<file path="config.mk">
export PLATFORM = sky130hd
export DESIGN_NAME = hll_hash
export DESIGN_NICKNAME = d
export VERILOG_FILES = /design/src/rtl/hll_pkg.sv /design/src/rtl/hll_hash.sv
export SDC_FILE = /design/constraint.sdc
export NUM_CORES = 1
export LEC_CHECK = 0
export ABC_AREA = 0
export BUFFER_PORTS_ARGS = -buffer_cell sky130_fd_sc_hd__buf_2
export CAP_MARGIN = 20
export CORE_MARGIN = 2
export CORE_UTILIZATION = 20
export DETAILED_ROUTE_END_ITERATION = 12
export GPL_ROUTABILITY_DRIVEN = 1
export MAX_ROUTING_LAYER = met4
export PLACE_DENSITY = 0.89
export SLEW_MARGIN = 15
export SYNTH_ARGS = -nofsm -noshare
export SYNTH_HDL_FRONTEND = slang
export SYNTH_SLANG_ARGS = --single-unit
</file>
<file path="constraint.sdc">
create_clock -name vclk -period 0.87
set_input_delay 0.0435 -clock vclk [all_inputs]
set_output_delay 0.0435 -clock vclk [all_outputs]
set_load 0.02 [all_outputs]
</file>
<file path="src/rtl/hll_pkg.sv">
// Shared widths, constants and types of the hashed L2/L3 learning lookup.
package hll_pkg;

    localparam int MAC_W         = 48;
    localparam int IP_W          = 32;
    localparam int CNT_W         = 32;
    localparam int L2_SLOT_W     = 8;
    localparam int L3_SLOT_W     = 10;
    localparam int L3_FOLD_SHIFT = 16;

    // Table indexes of one packet, already reduced to the table depths.
    typedef struct packed {
        logic [L2_SLOT_W-1:0] l2_slot;
        logic [L3_SLOT_W-1:0] l3_slot;
    } t_slots;

endpackage

</file>
<file path="src/rtl/hll_hash.sv">
// Slot hashing for the L2 and L3 tables, with reduction to the table depths.
module hll_hash
    import hll_pkg::*;
#(
    parameter int L2_DEPTH = 256,
    parameter int L3_DEPTH = 1024
) (
    input  logic [MAC_W-1:0] i_source_mac,
    input  logic [IP_W-1:0]  i_source_ip,
    output t_slots           o_slots
);

    localparam logic [16:0] L2_DIV = 17'(L2_DEPTH);
    localparam logic [16:0] L3_DIV = 17'(L3_DEPTH);

    // Remainder by restoring subtraction of shifted copies of a fixed divisor.
    // The eight steps cover any 10-bit value whenever the divisor is at least 4.
    function automatic logic [L3_SLOT_W-1:0] reduce(input logic [L3_SLOT_W-1:0] v,
                                                    input logic [16:0] d);
        logic [24:0] rem;
        logic [24:0] sub;
        rem = 25'(v);
        for (int k = 7; k >= 0; k--) begin
            sub = 25'(d) << k;
            if (rem >= sub) begin
                rem = rem - sub;
            end
        end
        return rem[L3_SLOT_W-1:0];
    endfunction

    logic [L2_SLOT_W-1:0] l2_hash;
    logic [L3_SLOT_W-1:0] l3_hash;
    logic [L3_SLOT_W-1:0] l2_red;

    assign l2_hash = i_source_mac[47:40] ^ i_source_mac[39:32]
                   ^ i_source_mac[31:24] ^ i_source_mac[23:16];
    assign l3_hash = i_source_ip[L3_SLOT_W-1:0]
                   ^ i_source_ip[L3_FOLD_SHIFT+L3_SLOT_W-1:L3_FOLD_SHIFT];

    assign l2_red          = reduce(L3_SLOT_W'(l2_hash), L2_DIV);
    assign o_slots.l2_slot = l2_red[L2_SLOT_W-1:0];
    assign o_slots.l3_slot = reduce(l3_hash, L3_DIV);

endmodule

</file>
==> results of run 1 <==
[cells by family (layout without fill, tap and decap cells)]
| family | Yosys count | in the layout | share of synthesized area |
|---|---|---|---|
| xor+xnor | 34 | 34 | 1.000 |
| buf+inv | 0 | 70 | 0 |
[path summary, 6_finish.rpt]
path                          from     endpoint  depth (start not counted)
setup / recovery  i_source_mac[37]  o_slots[15]                          4
hold / removal      i_source_ip[8]   o_slots[8]                          3
[cell usage after synthesis]
| cell type | instances |
|---|---|
| xnor2_1 | 16 |
| xor2_1 | 18 |
[final cells by class]
class                           count  area, um^2  share of cell area
Timing Repair Buffer               70       350.3              0.5253
Multi-Input combinational cell     34       297.8              0.4465
Tap cell                           15       18.77             0.02814
[power by group through the flow]
stage,Sequential (W),Combinational [W],Clock (W)
6_report,0,0.000581,0
5_1_grt,0,0.000618,0
4_1_cts,0,0.000589,0
3_5_place_dp,0,0.000587,0
3_3_place_gp,0,0.000581,0
2_1_floorplan,0,0.000328,0
[routing by layer]
metal / vias to the layer above / wire length [um]
met5: - / 0
met4: 0 / 0
met3: 0 / 149
met2: 33 / 624
met1: 184 / 268
li1: 242 / -
[worst max-delay path, stage by stage]
cell,delay (ps)
buf_2,100
xnor2_1,180
xnor2_1,130
buf_2,180
[stage by stage]
stage	utilization	setup slack, ps	cell area, um^2	hold WS [ps]	total power [W]
3_5_place_dp	0.4940	178.5	666.9	367.8	0.0005872
3_3_place_gp	0.4940	182.1	666.9	365.2	0.0005810
5_1_grt	0.4940	124.9	666.9	374.8	0.0006181
4_1_cts	0.4940	177.0	666.9	368.0	0.0005889
2_1_floorplan	-	234.4	297.8	211.3	0.0003283
6_report	0.4940	183.9	666.9	366.3	0.0005812
==> impl_metrics.py, run 1 <==
metrics = {
    "detailed_routing": {
        "vias": 459,
        "first_pass_iters": 1,
        "wire_per_inst_um": 8.756,
        "ant_nets": 0,
        "avgViaCountPerCell": 3.857,
        "drt_iter0_markers": 0,
        "remaining_drc_errors": 0,
        "postRouteWirelength_mm": 1.042,
    },
    "floorplanning": {
        "start_util": 0.2206,
        "coreArea_mm2": 0.001350,
        "fp.dieW_um": 42.59,
        "ios": 98,
        "dieHeight_um": 42.59,
        "rows": 13,
        "dieArea_mm2": 0.001813,
    },
    "final_layout": {
        "fillers": 152,
        "nets": 186,
        "seq_cells": 0,
        "diodes": 0,
        "drive_above_1_share": 0.6731,
        "area_delta_synth_final_pct": 123.9,
        "seqCellArea_um2": 0,
        "fin_cells": 119,
        "layout_commonest_cell": "buf_2",
        "nClkBuffers": 0,
        "final_cell_mix": "70 x buf_2, 18 x xor2_1, 16 x xnor2_1",
    },
    "global_routing": {
        "gr-usage-met2": 0.2369,
        "use_met3": 0.02155,
        "grt_pass1_vias": 417,
        "antenna_found_initial": 0,
        "gr-usage-met1": 0.07595,
        "grt_overflow_total": 0,
        "grt_start_max_net_pins": 2,
        "grt_pass1_wl_mm": 1.483,
        "grt_util_all_layers": 0.1016,
        "top_usage_layer": "met2",
    },
    "power_and_ir_drop": {
        "power.net_switching_w": 0.0003130,
        "power.internal_w": 0.0002682,
        "p_per_area_mw_per_mm2": 871.5,
        "clkPwrFrac": 0,
        "p_sw_frac": 0.5385,
        "p_leak_nw": 0.3854,
        "power.share.combinational": 1.000,
        "p_seq_frac": 0,
        "ir_drop_mv": 0.2992,
    },
    "status": {
        "status": "finished clean",
    },
    "sta": {
        "period_share": 0.7886,
        "relSlewSlack": 0.8818,
        "slew_violations": 0,
        "fmax_ghz": 1.457,
        "finalSetupTns_ps": 0,
        "rsz0062_at_grt": "false",
        "hold_viol": 0,
        "worst_pin_slew_ps": 176.0,
        "fin_crit_ps": 686.1,
        "setup_viol": 0,
    },
    "placement": {
        "post-dp-hpwl_mm": 1.022,
        "post-place-cells": 119,
        "io_buffers": 70,
        "gp_congestion": 0.5948,
    },
    "yosys": {
        "yosysUniqueCellTypes": 2,
        "syn_area_per_cell_um2": 8.758,
        "yosysSeqAreaShare": 0,
        "synth_nets": 114,
        "synth_top_area_frac": 0.5294,
        "syn_inst": 34,
        "syn_area_um2": 297.8,
        "yosysWarningCount": 0,
        "yosys.area.top_type": "xor2_1",
        "netlist_top_cells_area": "xor2_1 53%, xnor2_1 47%",
    },
    "critical_path": {
        "crit_required_ps": 830,
        "path_max_fanout": 1,
        "cp.arrival_ps": 640,
        "crit_type": "in -> out",
        "endpoint_kind": "primary output",
        "start_kind": "input pin",
    },
    "worst_hold_path": {
        "hold_path_class": "in -> out",
    },
    "clock_tree": {
        "hold_buffers": 0,
        "post-cts-setup-buffer-count": 0,
        "cts_resized": 0,
    },
    "run": {
        "max_cap_violations": 0,
    },
}
Note: power is estimated with default switching activity, not from simulation.
==> run 2: changes to the inputs <==
--- a/config.mk
+++ b/config.mk
@@ -8,12 +8,13 @@
 export ABC_AREA = 0
 export BUFFER_PORTS_ARGS = -buffer_cell sky130_fd_sc_hd__buf_2
 export CAP_MARGIN = 20
+export CORE_ASPECT_RATIO = 1.2
 export CORE_MARGIN = 2
-export CORE_UTILIZATION = 20
+export CORE_UTILIZATION = 19
 export DETAILED_ROUTE_END_ITERATION = 12
 export GPL_ROUTABILITY_DRIVEN = 1
 export MAX_ROUTING_LAYER = met4
-export PLACE_DENSITY = 0.89
+export PLACE_DENSITY = 0.85
 export SLEW_MARGIN = 15
 export SYNTH_ARGS = -nofsm -noshare
 export SYNTH_HDL_FRONTEND = slang
==> constraint.sdc (replaced) <==
create_clock -name vclk -period 0.8
set_input_delay 0.04 -clock vclk [all_inputs]
set_output_delay 0.04 -clock vclk [all_outputs]
set_load 0.02 [all_outputs]
==> impl_metrics.py, run 2 (synthesis results as in run 1) <==
metrics = {
    "status": {
        "status": "finished clean",
    },
    "final_layout": {
        "nets": 186,
        "fin_cells": 121,
        "layout_commonest_cell": "buf_2",
        "seq_cells": 0,
        "final_cell_area_um2": 669.4,
        "nClkBuffers": 0,
        "diodes": 0,
        "drive_above_1_share": 0.6731,
        "area_delta_synth_final_pct": 124.8,
        "final_cell_mix": "70 x buf_2, 18 x xor2_1, 16 x xnor2_1",
        "seqCellArea_um2": 0,
    },
    "power_and_ir_drop": {
        "p_per_area_mw_per_mm2": 947.3,
        "ir_drop_mv": 0.3016,
        "p_leak_nw": 0.3854,
    },
    "sta": {
        "hold_slack_ps": 359.5,
        "setup_viol": 0,
        "worst_pin_slew_ps": 175.5,
        "finalSetupTns_ps": 0,
        "hold_viol": 0,
        "slew_violations": 0,
        "period_share": 0.8569,
        "fmax_ghz": 1.459,
        "fin_crit_ps": 685.6,
        "rsz0062_at_grt": "false",
        "relSlewSlack": 0.8822,
    },
    "floorplanning": {
        "fp.dieW_um": 40.14,
        "start_util": 0.2061,
        "dieArea_mm2": 0.001901,
        "ios": 98,
        "rows": 15,
        "coreArea_mm2": 0.001445,
        "dieHeight_um": 47.37,
    },
    "global_routing": {
        "grt_pass1_vias": 360,
        "grt_overflow_total": 0,
        "grt_util_all_layers": 0.08317,
        "grt_pass1_wl_mm": 1.145,
        "antenna_found_initial": 0,
        "grt_start_max_net_pins": 2,
    },
    "worst_hold_path": {
        "min_path_cells": 3,
        "hold_start": "i_source_ip[0]",
        "holdPathEnd": "o_slots[0]",
        "hold_path_class": "in -> out",
    },
    "critical_path": {
        "endpoint_kind": "primary output",
        "crit_type": "in -> out",
        "path_max_fanout": 1,
        "cp.arrival_ps": 650,
        "crit_required_ps": 760,
        "start_kind": "input pin",
    },
    "detailed_routing": {
        "avgViaCountPerCell": 3.934,
        "postRouteWirelength_um": 941,
        "vias": 476,
        "wire_per_inst_um": 7.777,
        "first_pass_iters": 1,
        "remaining_drc_errors": 0,
        "drt_iter0_markers": 0,
        "ant_nets": 0,
    },
    "run": {
        "max_cap_violations": 0,
    },
    "clock_tree": {
        "hold_buffers": 0,
        "cts_resized": 0,
        "post-cts-setup-buffer-count": 0,
    },
    "placement": {
        "gp_congestion": 0.6235,
        "post-place-cells": 121,
        "dpl_cell_area_um2": 669.4,
        "post-dp-hpwl_um": 924,
        "io_buffers": 70,
    },
}
## run 2: how the worst max path moves through the flow
stage | from | slack (ps) | end
final | i_source_mac[31] | 110 | o_slots[17]
after global routing | i_source_mac[33] | 40 | o_slots[11]
after detailed placement | i_source_mac[31] | 100 | o_slots[17]
after CTS | i_source_mac[31] | 100 | o_slots[17]
after global placement | i_source_mac[25] | 110 | o_slots[11]
after floorplan | i_source_mac[24] | 170 | o_slots[10]
## run 2: report_power, final
group,switching [W],internal [W]
clock network,0,0
registers,0,0
logic,0.000342,0.000292
total,0.000342,0.000292
## run 2: layer usage
| metal | global-route usage | part of all wire | up-vias | wire length, um |
|---|---|---|---|---|
| met1 | 0.06461 | 0.28 | 188 | 268 |
| met2 | 0.1935 | 0.53 | 46 | 499 |
| met3 | 0.009479 | 0.18 | 0 | 173 |
| met5 | - | 0 | - | 0 |
| met4 | 0 | 0 | 0 | 0 |
| li1 | - | - | 242 | - |
## run 2: final cells by class
| cell class | count | area, um^2 |
|---|---|---|
| Tap cell | 17 | 21.27 |
| Timing Repair Buffer | 70 | 350.3 |
| Multi-Input combinational cell | 34 | 297.8 |
| Fill cell | 138 | 775.7 |
## run 2: per-stage QoR
stage	utilization	total power [W]	setup slack (ps)
floorplan	-	0.0003570	171.4
global placement	0.4632	0.0006281	110.2
detailed placement	0.4632	0.0006416	95.20
CTS	0.4632	0.0006431	95.20
global route	0.4632	0.0006885	44.36
finish	0.4632	0.0006341	114.4
## run 2: worst max-delay path, stage by stage
cell     delay [ps]
buf_2           100
xor2_1          180
xnor2_1         130
buf_2           190
==> run 3: changes to the inputs <==
--- a/config.mk
+++ b/config.mk
@@ -8,13 +8,15 @@
 export ABC_AREA = 0
 export BUFFER_PORTS_ARGS = -buffer_cell sky130_fd_sc_hd__buf_2
 export CAP_MARGIN = 20
+export CELL_PAD_IN_SITES_DETAIL_PLACEMENT = 1
+export CELL_PAD_IN_SITES_GLOBAL_PLACEMENT = 1
 export CORE_ASPECT_RATIO = 1.2
 export CORE_MARGIN = 2
-export CORE_UTILIZATION = 19
+export CORE_UTILIZATION = 10
 export DETAILED_ROUTE_END_ITERATION = 12
 export GPL_ROUTABILITY_DRIVEN = 1
 export MAX_ROUTING_LAYER = met4
-export PLACE_DENSITY = 0.85
+export PLACE_DENSITY_LB_ADDON = 0.1
 export SLEW_MARGIN = 15
 export SYNTH_ARGS = -nofsm -noshare
 export SYNTH_HDL_FRONTEND = slang
==> impl_metrics.py, run 3 (synthesis results as in run 1) <==
metrics = {
    "status": {
        "status": "finished clean",
    },
    "final_layout": {
        "seq_cells": 0,
        "utilization": 0.2457,
        "multi_input_area_um2": 297.8,
        "area_delta_synth_final_pct": 131.9,
        "fillers": 362,
        "layout_commonest_cell": "buf_2",
        "nets": 186,
        "final_cell_mix": "70 x buf_2, 18 x xor2_1, 16 x xnor2_1",
        "nClkBuffers": 0,
        "drive_above_1_share": 0.6731,
        "seqCellArea_um2": 0,
        "diodes": 0,
    },
    "floorplanning": {
        "coreArea_mm2": 0.002811,
        "dieArea_mm2": 0.003432,
        "start_util": 0.1059,
        "ios": 98,
        "rows": 21,
        "fp.dieW_um": 53.82,
        "dieHeight_um": 63.78,
    },
    "power_and_ir_drop": {
        "p_leak_nw": 0.3854,
        "power.total_w": 0.0006303,
        "p_per_area_mw_per_mm2": 912.7,
        "ir_drop_mv": 0.2830,
    },
    "critical_path": {
        "crit_required_ps": 760,
        "cp_common_cell": "buf_2",
        "crit_type": "in -> out",
        "slowest_stage": "xor2_1",
        "endpoint_kind": "primary output",
        "crit_chain": "buf_2 > xor2_1 > xnor2_1 > buf_2",
        "cp.arrival_ps": 650,
        "start_kind": "input pin",
        "path_max_fanout": 1,
        "max_stage_delay_ps": 190,
    },
    "global_routing": {
        "grt_util_all_layers": 0.05577,
        "grt_pass1_wl_mm": 1.552,
        "grt_start_max_net_pins": 2,
        "antenna_found_initial": 0,
        "grt_overflow_total": 0,
        "grt_pass1_vias": 450,
    },
    "detailed_routing": {
        "avgViaCountPerCell": 3.457,
        "first_pass_iters": 2,
        "postRouteWirelength_mm": 1.082,
        "remaining_drc_errors": 0,
        "wire_per_inst_um": 7.841,
        "drt_iter0_markers": 1,
        "vias": 477,
        "ant_nets": 0,
    },
    "placement": {
        "post-dp-hpwl_mm": 1.063,
        "pre_cts_ws_ps": 88.65,
        "gp_congestion": 0.6215,
        "io_buffers": 70,
    },
    "sta": {
        "period_share": 0.8687,
        "hold_slack_ps": 360.4,
        "finalWorstSetupSlack_ps": 105.0,
        "fin_crit_ps": 695.0,
        "slew_violations": 0,
        "rsz0062_at_grt": "false",
        "setup_viol": 0,
        "worst_pin_slew_ps": 183.0,
        "finalSetupTns_ps": 0,
        "hold_viol": 0,
        "relSlewSlack": 0.8776,
        "fmax_ghz": 1.439,
    },
    "clock_tree": {
        "post-cts-setup-buffer-count": 0,
        "hold_buffers": 0,
        "cts_resized": 0,
    },
    "run": {
        "max_cap_violations": 0,
    },
    "worst_hold_path": {
        "hold_path_class": "in -> out",
    },
}
## run 3: cell counts in the layout (fill, tap and decap cells not counted)
Identical to the previous run, type by type.
## run 3: power by group
group	total, W	leakage (nW)	switching (W)	internal (W)
clock	0	0	0	0
sequential	0	0	0	0
combinational	0.000630	0.385	0.000339	0.000292
total	0.000630	0.385	0.000339	0.000292
## run 3: layout make-up
cell class / instances / area share
Multi-Input combinational cell: 34 / 0.4312
Tap cell: 34 / 0.06159
Timing Repair Buffer: 70 / 0.5072
## run 3: critical path: cells and delay by family
family    cells  cell delay [ps]
buf+inv       2              290
xor+xnor      2              330
## run 3: routing by layer
metal	wire length, um	global-route usage	share of wire	vias up
met2	525	0.1113	0.49	45
met4	0	0	0	0
li1	-	-	-	242
met1	297	0.05698	0.27	190
met5	0	-	0	-
met3	260	0.009346	0.24	0
## run 3: final timing paths
path,endpoint,from,cells past startpoint
setup / recovery,o_slots[17],i_source_mac[31],4
hold / removal,o_slots[5],i_source_ip[5],3
## run 3: per-stage QoR
step	cell area, um^2	instances
after global placement	690.7	138
after floorplan	297.8	34
after detailed placement	690.7	138
final	690.7	138
after global routing	690.7	138
after CTS	690.7	138
